**src/hdl/jpeg_restart_marker_resync_macros.svh**
```systemverilog
// ---------------------------------------------------------------------------
// jpeg_restart_marker_resync_macros
// assertion macros for the restart marker resync rtl core
// ---------------------------------------------------------------------------
`ifndef JPEG_RESTART_MARKER_RESYNC_MACROS_SVH
`define JPEG_RESTART_MARKER_RESYNC_MACROS_SVH

// same-cycle implication
`define RMR_ASSERT_NOW(label, clk, rst, ante, cons, msg) \
  label: assert property (@(posedge clk) disable iff (rst) (ante) |-> (cons)) \
    else $error(msg);

// next-cycle implication
`define RMR_ASSERT_NEXT(label, clk, rst, ante, cons, msg) \
  label: assert property (@(posedge clk) disable iff (rst) (ante) |=> (cons)) \
    else $error(msg);

`endif

```
**src/hdl/rmr_pkg.sv**
```systemverilog
// ---------------------------------------------------------------------------
// rmr_pkg
// types and marker constants for the restart marker resync block
// ---------------------------------------------------------------------------
`default_nettype none

package rmr_pkg;

  typedef enum logic [1:0] {
    FN_START  = 2'd0,
    FN_SEARCH = 2'd1,
    FN_BYTE   = 2'd2,
    FN_EOS    = 2'd3
  } func_t;

  typedef enum logic [8:0] {
    PH_IDLE     = 9'b000000001,
    PH_FIRST    = 9'b000000010,
    PH_FIRST_FF = 9'b000000100,
    PH_SCAN     = 9'b000001000,
    PH_SCAN_FF  = 9'b000010000,
    PH_LEN_HI   = 9'b000100000,
    PH_LEN_LO   = 9'b001000000,
    PH_HGT_HI   = 9'b010000000,
    PH_HGT_LO   = 9'b100000000
  } phase_t;

  typedef enum logic [3:0] {
    ST_IDLE     = 4'd0,
    ST_BUSY     = 4'd1,
    ST_RESTART  = 4'd2,
    ST_INVALID  = 4'd3,
    ST_DNL_DONE = 4'd4,
    ST_DNL_SEEN = 4'd5,
    ST_EOF      = 4'd6,
    ST_DNL_LEN  = 4'd7,
    ST_DNL_ZERO = 4'd8
  } status_t;

  localparam logic [7:0]  MARK_PREFIX = 8'hff;
  localparam logic [7:0]  RST0_CODE   = 8'hd0;
  localparam logic [7:0]  SOI_CODE    = 8'hd8;
  localparam logic [7:0]  DNL_CODE    = 8'hdc;
  localparam logic [7:0]  FILL_CODE   = 8'hff;
  localparam logic [7:0]  LOW_CODE    = 8'hc0;
  localparam logic [7:0]  HIGH_CODE   = 8'hf0;
  localparam logic [15:0] DNL_LENGTH  = 16'd4;
  localparam int unsigned IDX_W       = 3;

  typedef struct packed {
    func_t      func;
    logic [7:0] byte_in;
  } item_t;

  typedef struct packed {
    status_t            status;
    logic               out_of_sync;
    logic [15:0]        left_marker;
    logic [15:0]        image_height;
    logic [IDX_W-1:0]   next_index;
  } result_t;

endpackage

`default_nettype wire

```
**src/hdl/rmr_ifs.sv**
```systemverilog
// ---------------------------------------------------------------------------
// rmr_ifs
// channel interfaces of the restart marker resync block
// ---------------------------------------------------------------------------
`default_nettype none

interface rmr_in_if;
  logic       valid;
  logic       ready;
  logic [1:0] func;
  logic [7:0] byte_in;
  modport source (output valid, func, byte_in, input ready);
  modport sink (input valid, func, byte_in, output ready);
endinterface

interface rmr_out_if;
  logic        valid;
  logic        ready;
  logic [3:0]  status;
  logic        out_of_sync;
  logic [15:0] left_marker;
  logic [15:0] image_height;
  logic [2:0]  next_index;
  modport source (output valid, status, out_of_sync, left_marker, image_height,
                  next_index, input ready);
  modport sink (input valid, status, out_of_sync, left_marker, image_height,
                next_index, output ready);
endinterface

interface rmr_cfg_if;
  logic valid;
  logic ready;
  logic data;
  modport source (output valid, data, input ready);
  modport sink (input valid, data, output ready);
endinterface

`default_nettype wire

```
**src/hdl/jpeg_restart_marker_resync.sv**
```systemverilog
// ---------------------------------------------------------------------------
// jpeg_restart_marker_resync
// restart marker search and resynchronization for a jpeg scan reader
// ---------------------------------------------------------------------------
// Takes one command or stream byte per cycle while the output is not stalled
// and returns exactly one result transaction for each, in order, through the
// input register and then the result register. The core updates the search
// phase and restart index as it loads each transaction, so it can take the
// next one straight after. The input register and the result register
// decouple the two sides, so a new transaction is accepted while a finished
// result waits to be taken. The scan_for_dnl register is written through cfg
// and takes effect at once; write it only while no transaction is in flight.
// ---------------------------------------------------------------------------
`default_nettype none

module jpeg_restart_marker_resync (
  input  wire logic   clk,
  input  wire logic   rst,
  rmr_in_if.sink      in,
  rmr_out_if.source   out,
  rmr_cfg_if.sink     cfg
);

  rmr_pkg::item_t item;
  logic           item_valid;
  logic           take;

  rmr_in_stage u_in_stage (
    .clk        (clk),
    .rst        (rst),
    .in         (in),
    .take       (take),
    .item       (item),
    .item_valid (item_valid)
  );

  rmr_core u_core (
    .clk        (clk),
    .rst        (rst),
    .item       (item),
    .item_valid (item_valid),
    .take       (take),
    .cfg        (cfg),
    .out        (out)
  );

endmodule

`default_nettype wire

```
**src/hdl/rmr_in_stage.sv**
```systemverilog
// ---------------------------------------------------------------------------
// rmr_in_stage
// input register; holds one transaction until the core takes it
// ---------------------------------------------------------------------------
`default_nettype none

module rmr_in_stage (
  input  wire logic           clk,
  input  wire logic           rst,
  rmr_in_if.sink              in,
  input  wire logic           take,
  output rmr_pkg::item_t      item,
  output logic                item_valid
);

  logic in_fire;

  assign in.ready = !item_valid || take;
  assign in_fire  = in.valid && in.ready;

  always_ff @(posedge clk) begin
    if (rst) begin
      item_valid <= 1'b0;
    end else if (in_fire) begin
      item_valid <= 1'b1;
    end else if (take) begin
      item_valid <= 1'b0;
    end
  end

  always_ff @(posedge clk) begin
    if (in_fire) begin
      item.func    <= rmr_pkg::func_t'(in.func);
      item.byte_in <= in.byte_in;
    end
  end

endmodule

`default_nettype wire

```
**src/hdl/rmr_core.sv**
```systemverilog
// ---------------------------------------------------------------------------
// rmr_core
// search state, marker decision and result register
// ---------------------------------------------------------------------------
`default_nettype none

`include "jpeg_restart_marker_resync_macros.svh"

module rmr_core (
  input  wire logic           clk,
  input  wire logic           rst,
  input  wire rmr_pkg::item_t item,
  input  wire logic           item_valid,
  output logic                take,
  rmr_cfg_if.sink             cfg,
  rmr_out_if.source           out
);

  rmr_pkg::phase_t                phase, phase_next;
  logic [rmr_pkg::IDX_W-1:0]      idx, idx_next, idx_inc;
  logic                           dnl_seen, dnl_seen_next;
  logic                           resyncing, resyncing_next;
  logic [7:0]                     field_hi, field_hi_next;
  logic                           scan_for_dnl;
  rmr_pkg::result_t               res, res_next;
  logic                           res_valid;
  logic                           load;

  logic [7:0]                     b;
  logic [15:0]                    word;
  logic [rmr_pkg::IDX_W-1:0]      ahead;
  rmr_pkg::status_t               j_status;
  rmr_pkg::phase_t                j_phase;
  logic                           j_adv;
  logic [15:0]                    j_left;
  logic [15:0]                    height;

  assign take      = !res_valid || out.ready;
  assign load      = item_valid && take;
  assign cfg.ready = 1'b1;

  assign b       = item.byte_in;
  assign word    = {rmr_pkg::MARK_PREFIX, b};
  assign idx_inc = idx + 1'b1;
  assign ahead   = b[rmr_pkg::IDX_W-1:0] - idx;
  assign height  = {field_hi, b};

  // marker decision while resynchronizing
  always_comb begin
    j_status = rmr_pkg::ST_BUSY;
    j_phase  = rmr_pkg::PH_SCAN;
    j_adv    = 1'b0;
    j_left   = 16'd0;
    if (b >= rmr_pkg::RST0_CODE && b < rmr_pkg::SOI_CODE) begin
      if (ahead == '0) begin
        j_status = rmr_pkg::ST_RESTART;
        j_phase  = rmr_pkg::PH_IDLE;
        j_adv    = 1'b1;
      end else if (!ahead[rmr_pkg::IDX_W-1]) begin
        j_status = rmr_pkg::ST_INVALID;
        j_phase  = rmr_pkg::PH_IDLE;
        j_adv    = 1'b1;
        j_left   = word;
      end
    end else if (b >= rmr_pkg::LOW_CODE && b < rmr_pkg::HIGH_CODE) begin
      j_status = rmr_pkg::ST_INVALID;
      j_phase  = rmr_pkg::PH_IDLE;
      j_adv    = 1'b1;
      j_left   = word;
    end else if (b == rmr_pkg::FILL_CODE) begin
      j_phase = rmr_pkg::PH_SCAN_FF;
    end
  end

  always_comb begin
    phase_next          = phase;
    idx_next            = idx;
    dnl_seen_next       = dnl_seen;
    resyncing_next      = resyncing;
    field_hi_next       = field_hi;
    res_next.status     = rmr_pkg::ST_IDLE;
    res_next.left_marker  = 16'd0;
    res_next.image_height = 16'd0;
    unique case (item.func)
      rmr_pkg::FN_START: begin
        phase_next     = rmr_pkg::PH_IDLE;
        idx_next       = '0;
        dnl_seen_next  = 1'b0;
        resyncing_next = 1'b0;
        field_hi_next  = 8'd0;
      end
      rmr_pkg::FN_SEARCH: begin
        phase_next      = rmr_pkg::PH_FIRST;
        resyncing_next  = 1'b0;
        res_next.status = rmr_pkg::ST_BUSY;
      end
      rmr_pkg::FN_EOS: begin
        if (phase != rmr_pkg::PH_IDLE) begin
          phase_next      = rmr_pkg::PH_IDLE;
          res_next.status = rmr_pkg::ST_EOF;
        end
      end
      rmr_pkg::FN_BYTE: begin
        unique case (phase)
          rmr_pkg::PH_IDLE: begin
            phase_next = rmr_pkg::PH_IDLE;
          end
          rmr_pkg::PH_FIRST: begin
            res_next.status = rmr_pkg::ST_BUSY;
            if (b == rmr_pkg::FILL_CODE) begin
              phase_next = rmr_pkg::PH_FIRST_FF;
            end else begin
              resyncing_next = 1'b1;
              phase_next     = rmr_pkg::PH_SCAN;
            end
          end
          rmr_pkg::PH_FIRST_FF: begin
            if (b == rmr_pkg::FILL_CODE) begin
              res_next.status = rmr_pkg::ST_BUSY;
            end else if (b == rmr_pkg::DNL_CODE && scan_for_dnl) begin
              if (dnl_seen) begin
                res_next.status      = rmr_pkg::ST_DNL_SEEN;
                res_next.left_marker = word;
                phase_next           = rmr_pkg::PH_IDLE;
              end else begin
                res_next.status = rmr_pkg::ST_BUSY;
                phase_next      = rmr_pkg::PH_LEN_HI;
              end
            end else if (b >= rmr_pkg::RST0_CODE && b < rmr_pkg::SOI_CODE &&
                         ahead == '0) begin
              idx_next        = idx_inc;
              res_next.status = rmr_pkg::ST_RESTART;
              phase_next      = rmr_pkg::PH_IDLE;
            end else begin
              resyncing_next       = 1'b1;
              res_next.status      = j_status;
              res_next.left_marker = j_left;
              phase_next           = j_phase;
              if (j_adv) begin
                idx_next = idx_inc;
              end
            end
          end
          rmr_pkg::PH_SCAN: begin
            res_next.status = rmr_pkg::ST_BUSY;
            if (b == rmr_pkg::FILL_CODE) begin
              phase_next = rmr_pkg::PH_SCAN_FF;
            end
          end
          rmr_pkg::PH_SCAN_FF: begin
            res_next.status      = j_status;
            res_next.left_marker = j_left;
            phase_next           = j_phase;
            if (j_adv) begin
              idx_next = idx_inc;
            end
          end
          rmr_pkg::PH_LEN_HI, rmr_pkg::PH_HGT_HI: begin
            field_hi_next   = b;
            res_next.status = rmr_pkg::ST_BUSY;
            phase_next      = (phase == rmr_pkg::PH_LEN_HI) ? rmr_pkg::PH_LEN_LO
                                                            : rmr_pkg::PH_HGT_LO;
          end
          rmr_pkg::PH_LEN_LO: begin
            if (height != rmr_pkg::DNL_LENGTH) begin
              res_next.status = rmr_pkg::ST_DNL_LEN;
              phase_next      = rmr_pkg::PH_IDLE;
            end else begin
              res_next.status = rmr_pkg::ST_BUSY;
              phase_next      = rmr_pkg::PH_HGT_HI;
            end
          end
          rmr_pkg::PH_HGT_LO: begin
            phase_next = rmr_pkg::PH_IDLE;
            if (height == 16'd0) begin
              res_next.status = rmr_pkg::ST_DNL_ZERO;
            end else begin
              dnl_seen_next         = 1'b1;
              res_next.status       = rmr_pkg::ST_DNL_DONE;
              res_next.image_height = height;
            end
          end
          default: begin
            phase_next = rmr_pkg::PH_IDLE;
          end
        endcase
      end
      default: begin
        phase_next = phase;
      end
    endcase
    res_next.out_of_sync = resyncing_next;
    res_next.next_index  = idx_next;
  end

  always_ff @(posedge clk) begin
    if (rst) begin
      phase        <= rmr_pkg::PH_IDLE;
      idx          <= '0;
      dnl_seen     <= 1'b0;
      resyncing    <= 1'b0;
      field_hi     <= 8'd0;
      scan_for_dnl <= 1'b0;
      res_valid    <= 1'b0;
    end else begin
      if (cfg.valid) begin
        scan_for_dnl <= cfg.data;
      end
      if (load) begin
        phase     <= phase_next;
        idx       <= idx_next;
        dnl_seen  <= dnl_seen_next;
        resyncing <= resyncing_next;
        field_hi  <= field_hi_next;
        res_valid <= 1'b1;
      end else if (out.ready) begin
        res_valid <= 1'b0;
      end
    end
  end

  always_ff @(posedge clk) begin
    if (load) begin
      res <= res_next;
    end
  end

  assign out.valid        = res_valid;
  assign out.status       = res.status;
  assign out.out_of_sync  = res.out_of_sync;
  assign out.left_marker  = res.left_marker;
  assign out.image_height = res.image_height;
  assign out.next_index   = res.next_index;

  `RMR_ASSERT_NOW(a_height_nonzero, clk, rst,
    res_valid && res.status == rmr_pkg::ST_DNL_DONE, res.image_height != 16'd0,
    "dnl done reported with zero height")
  `RMR_ASSERT_NOW(a_left_only_when_left, clk, rst,
    res_valid && res.status != rmr_pkg::ST_INVALID && res.status != rmr_pkg::ST_DNL_SEEN,
    res.left_marker == 16'd0, "left marker set without a marker left in stream")
  `RMR_ASSERT_NEXT(a_restart_ends_search, clk, rst,
    load && res_next.status == rmr_pkg::ST_RESTART,
    phase == rmr_pkg::PH_IDLE && idx == $past(idx_inc), "restart did not end search")
  `RMR_ASSERT_NOW(a_dnl_seen_rise, clk, rst,
    $rose(dnl_seen), res_valid && res.status == rmr_pkg::ST_DNL_DONE,
    "dnl seen set without dnl done transaction")

endmodule

`default_nettype wire

```
**src/flat_wrapper.sv**
```systemverilog
// flat-port wrapper written by rule: the top's interface ports become plain ports
module jpeg_restart_marker_resync_flat 
  (clk, rst, in_valid, in_func, in_byte_in, in_ready, out_valid, out_status, out_out_of_sync, out_left_marker, out_image_height, out_next_index, out_ready, cfg_valid, cfg_data, cfg_ready);
  rmr_in_if in_i ();
  rmr_out_if out_i ();
  rmr_cfg_if cfg_i ();
  input  wire logic clk;
  input  wire logic rst;
  input wire logic [$bits(in_i.valid)-1:0] in_valid;
  input wire logic [$bits(in_i.func)-1:0] in_func;
  input wire logic [$bits(in_i.byte_in)-1:0] in_byte_in;
  output wire logic [$bits(in_i.ready)-1:0] in_ready;
  output wire logic [$bits(out_i.valid)-1:0] out_valid;
  output wire logic [$bits(out_i.status)-1:0] out_status;
  output wire logic [$bits(out_i.out_of_sync)-1:0] out_out_of_sync;
  output wire logic [$bits(out_i.left_marker)-1:0] out_left_marker;
  output wire logic [$bits(out_i.image_height)-1:0] out_image_height;
  output wire logic [$bits(out_i.next_index)-1:0] out_next_index;
  input wire logic [$bits(out_i.ready)-1:0] out_ready;
  input wire logic [$bits(cfg_i.valid)-1:0] cfg_valid;
  input wire logic [$bits(cfg_i.data)-1:0] cfg_data;
  output wire logic [$bits(cfg_i.ready)-1:0] cfg_ready;
  assign in_i.valid = in_valid;
  assign in_i.func = in_func;
  assign in_i.byte_in = in_byte_in;
  assign in_ready = in_i.ready;
  assign out_valid = out_i.valid;
  assign out_status = out_i.status;
  assign out_out_of_sync = out_i.out_of_sync;
  assign out_left_marker = out_i.left_marker;
  assign out_image_height = out_i.image_height;
  assign out_next_index = out_i.next_index;
  assign out_i.ready = out_ready;
  assign cfg_i.valid = cfg_valid;
  assign cfg_i.data = cfg_data;
  assign cfg_ready = cfg_i.ready;
  jpeg_restart_marker_resync u_core (.clk(clk), .rst(rst), .in(in_i), .out(out_i), .cfg(cfg_i));
endmodule
```
**config.mk**
```make
export PLATFORM = sky130hd
export DESIGN_NAME = jpeg_restart_marker_resync_flat
export DESIGN_NICKNAME = d
export VERILOG_FILES = /design/src/hdl/rmr_pkg.sv /design/src/hdl/rmr_ifs.sv /design/src/hdl/jpeg_restart_marker_resync.sv /design/src/hdl/rmr_in_stage.sv /design/src/hdl/rmr_core.sv /design/src/flat_wrapper.sv
export VERILOG_INCLUDE_DIRS = /design/src /design/src/hdl
export SDC_FILE = /design/constraint.sdc
export NUM_CORES = 1
export LEC_CHECK = 0
export ABC_AREA = 1
export BUFFER_PORTS_ARGS = -buffer_cell sky130_fd_sc_hd__buf_2
export CELL_PAD_IN_SITES_DETAIL_PLACEMENT = 0
export CELL_PAD_IN_SITES_GLOBAL_PLACEMENT = 1
export CORE_ASPECT_RATIO = 0.5
export CORE_MARGIN = 3
export CORE_UTILIZATION = 42
export CTS_CLUSTER_DIAMETER = 100
export DETAILED_ROUTE_END_ITERATION = 6
export GPL_ROUTABILITY_DRIVEN = 0
export PLACE_DENSITY = 0.78
export SYNTH_ARGS = -nofsm -noshare
export SYNTH_HDL_FRONTEND = slang
export SYNTH_SLANG_ARGS = --single-unit
```
**constraint.sdc**
```tcl
create_clock -name clk -period 3.2 [get_ports clk]
set_input_delay 0.64 -clock clk [delete_from_list [all_inputs] [get_ports clk]]
set_output_delay 0.64 -clock clk [all_outputs]
set_load 0.03 [all_outputs]
```
==> key figures <==
Outcome
  – Result of the run: completed

Drt
  – Post-route antenna net violation count: 0
  – Detailed Route Iter0 Violations: around 220
  – Vias after detailed routing: 2875
  – Pre-antenna DRT Iters: 4
  – Number of remaining DRC errors: 0
  – Detail-routed via count per cell: 4.96
  – Routed WL per cell: between 10 and 15 µm
  – Routed wire length: 8150 µm

Cells and area
  – Fillers: 751
  – Post-route insts no fill: 580
  – Fraction of final layout cells with drive strength greater than 1: between 20% and 30%
  – Synth-to-Final Area Change: 18.7%
  – Final net count: just under 500
  – Core occupancy in the finished layout: a little over half
  – Diodes inserted: 0

GRT
  – Number of antenna violations at the first check in global routing: 0
  – Pin count of the biggest net entering global routing: 41
  – Global-route usage over all layers: 18.0%
  – Via count of the first global-routing pass: ~2700
  – First-pass GRT wire length: 13300 µm
  – Overall overflow remaining after global route: 0

CTS
  – Total number of H-tree levels: 3
  – Clock-pin transition on the worst setup and hold timing paths: 0.05 ns
  – Max Root-Sink Buffers: 2
  – CTS tree: done
  – # clock sinks: 68
  – CTS Buf Count: 9
  – Setup Fix Bufs, Post-CTS: 0
  – Number of hold-repair buffers added at the cts stage: 0
  – Post-CTS Resized: 0
  – Clock Root Buffer: sky130_fd_sc_hd__clkbuf_16
  – Clock latency on the worst-skew pair: 0.34 ns

Synth
  – Portion of the post-synthesis area used by sequential elements: 51.1%
  – Largest cells by area after synthesis: sky130_fd_sc_hd__edfxtp_1 (37%), sky130_fd_sc_hd__dfxtp_1 (14%), sky130_fd_sc_hd__nand2_1 (10%), sky130_fd_sc_hd__nand3_1 (6.4%), sky130_fd_sc_hd__inv_1 (5.1%)
  – Post-synthesis area per instance: ~8.5 µm²
  – Net count of the mapped netlist: roughly 440
  – Leading cell types by count after synthesis: sky130_fd_sc_hd__nand2_1 (94), sky130_fd_sc_hd__inv_1 (48), sky130_fd_sc_hd__nor2_1 (46), sky130_fd_sc_hd__nand3_1 (45), sky130_fd_sc_hd__edfxtp_1 (43)
  – Synthesis warning total: 0
  – Seq cells post-synth: 68
  – Main synth FF type: sky130_fd_sc_hd__edfxtp_1
  – Post-Syn Instances: ~410
  – Most numerous cell in the Yosys netlist: sky130_fd_sc_hd__nand2_1
  – Yosys top cell area share: a little under two fifths
  – Distinct cell type count of the synthesized netlist: 37
  – Most area-hungry cell type in the Yosys netlist: sky130_fd_sc_hd__edfxtp_1
  – Cell Area, Synth: approximately 3500 µm²
  – Proportion of register bits with asynchronous set or reset after synthesis: 0%
  – Number of synthesized flops with an enable pin: 43

STA
  – Final setup violation count: 0
  – Number of max-slew violations in the final report: 0
  – Min setup slack post-route: approximately 0.9 ns
  – Setup clock skew after layout: ~0.0064 ns
  – Final-layout setup total negative slack: 0 ns
  – Slew at the pin closest to its max-slew limit: 0.592 ns
  – Final hold violation count: 0
  – Fmax: ~440 MHz
  – Shortest clock period the worst path allows after layout: approximately 2.3 ns
  – Period Utilization, post-route: 71.5%
  – Slew margin rel.: approximately three fifths
  – RSZ-0062 raised after global routing: no

Floorplanning
  – I/O pin count: 59
  – Overall die area: 9560 µm²
  – Die H: just over 70 µm
  – Area of the placeable core: 7710 µm²
  – Initial cell density of the core: 45.5%
  – Floorplan row count: 22
  – Die Width: around 140 µm

Setup path
  – Register-to-Register Setup Slack: approximately 0.9 ns
  – Start point of the critical path: u_core.u_in_stage.item[0]
  – Startpoint Class: flop
  – Worst path required time: about 3.3 ns
  – WP data arrival: around 2.4 ns
  – Critical path capture point type: flop
  – Highest fanout seen on the critical path: 5
  – Worst R2R Start: u_core.u_in_stage.item[0]
  – Setup CP Type: reg -> reg

Worst hold path
  – Worst hold-check path type: reg -> reg
  – Startpoint of the lowest-slack hold path: u_core.u_core.field_hi[7]

Place
  – Setup slack after placement: between 0.9 and 1 ns
  – Number of port buffers: 57
  – Post-DP HPWL: ~6200 µm
  – DP Cell Count: 564

Pwr
  – Leakage power of the design: 1.80 nW
  – Pwr/cell area: around 540 nW/µm²
  – Maximum vdd ir drop: 0.245 mV

Job
  – MaxCap Viol Count: 0
[registers in the layout, indices dropped and copies added, names as in the netlist]
register                        cells
u_core.u_core.scan_for_dnl          1
u_core.u_in_stage.item_valid        1
u_core.u_core.out.out_of_sync       1
u_core.u_core.resyncing             1
u_core.u_core.out.valid             1
u_core.u_core.out.next_index        3
u_core.u_core.field_hi              8
u_core.u_core.out.left_marker       9
u_core.u_core.idx                   3
u_core.u_core.phase                 9
u_core.u_in_stage.item             10
u_core.u_core.out.image_height     16
u_core.u_core.dnl_seen              1
u_core.u_core.out.status            4
[cells by family after synthesis]
family                   count (synthesis)  synth area share (%)
AND/OR/NAND/NOR                        222                  30.0
adder cells (fa/ha/maj)                 10                  3.78
AO/OA/AOI/OAI                           43                  6.49
XOR/XNOR                                 1                 0.250
buffers and inverters                   67                  8.34
flip-flops                              68                  51.1
other                                    1                 0.107
[where the power goes]
part           internal (W)  leakage (nW)  switching [W]  total, W
combinational     0.0000555          1.05       0.000151  0.000207
sequential         0.000971         0.602      0.0000249  0.000996
clock              0.000683         0.153       0.000368   0.00105
total               0.00171          1.80       0.000544   0.00225
[cells in the final DEF (no fill, tap or decap), drive strengths merged]
cell	netlist	final
nand2	100	100
buf	12	59
nor2	55	55
inv	51	51
nand3	48	48
edfxtp	43	43
a21oi	34	34
dfxtp	25	25
clkbuf	3	10
ha	9	9
nor3	9	9
o21ai	6	6
nand4	5	5
clkinv	1	4
or2	3	3
bufinv	0	2
xor2	1	1
and2	1	1
a31oi	1	1
o21a	1	1
nand3b	1	1
o211a	1	1
fa	1	1
conb	1	1
clkinvlp	0	1
[path summary, 6_finish.rpt]
| check | to | depth (start not counted) |
|---|---|---|
| min | u_core.u_core.field_hi[7] | 2 |
| max | u_core.u_core.out.left_marker[6] | 13 |
| min reg2reg | u_core.u_core.field_hi[7] | 2 |
| max reg2reg | u_core.u_core.out.left_marker[6] | 13 |
[stage by stage]
stage	area [µm²]	total power, W	hold WS [ns]
final	4170	0.00225	0.457
after global routing	4170	0.00235	0.461
after CTS	4170	0.00228	0.461
after detailed placement	3850	0.00122	0.454
after global placement	3850	0.00122	0.454
after floorplan	3510	0.00116	0.441
[worst max-delay path: stages, from the launching register on]
cell	delay (ns)
sky130_fd_sc_hd__edfxtp_1	0.39
sky130_fd_sc_hd__inv_1	0.08
sky130_fd_sc_hd__ha_1	0.21
sky130_fd_sc_hd__fa_1	0.48
sky130_fd_sc_hd__nand2_1	0.05
sky130_fd_sc_hd__inv_1	0.07
sky130_fd_sc_hd__nand2_1	0.08
sky130_fd_sc_hd__nor2_1	0.19
sky130_fd_sc_hd__or2_4	0.17
sky130_fd_sc_hd__nand2_4	0.06
sky130_fd_sc_hd__nand2_4	0.07
sky130_fd_sc_hd__nand2_4	0.05
sky130_fd_sc_hd__nand2_4	0.10
sky130_fd_sc_hd__inv_1	0.04
[routing by layer]
| layer | track usage (%) | vias up | routed length, µm |
|---|---|---|---|
| met2 | 27.1 | 83 | 3490 |
| met1 | 24.6 | 1330 | 3890 |
| met3 | 5.75 | 14 | 645 |
| met4 | 6.37 | 0 | 130 |
| met5 | 0 | - | 0 |
| li1 | - | 1448 | - |
[area by class of cell]
cell class | count | area, µm² | area share [%]
flip-flops and latches | 68 | 1790 | 43.0
multi-input cells | 277 | 1430 | 34.2
repair buffers | 59 | 300 | 7.21
clock buffers | 10 | 229 | 5.50
inverters | 52 | 195 | 4.68
well taps | 108 | 135 | 3.24
clock inverters | 6 | 90.1 | 2.16
Power figures use the tool's default switching activity.
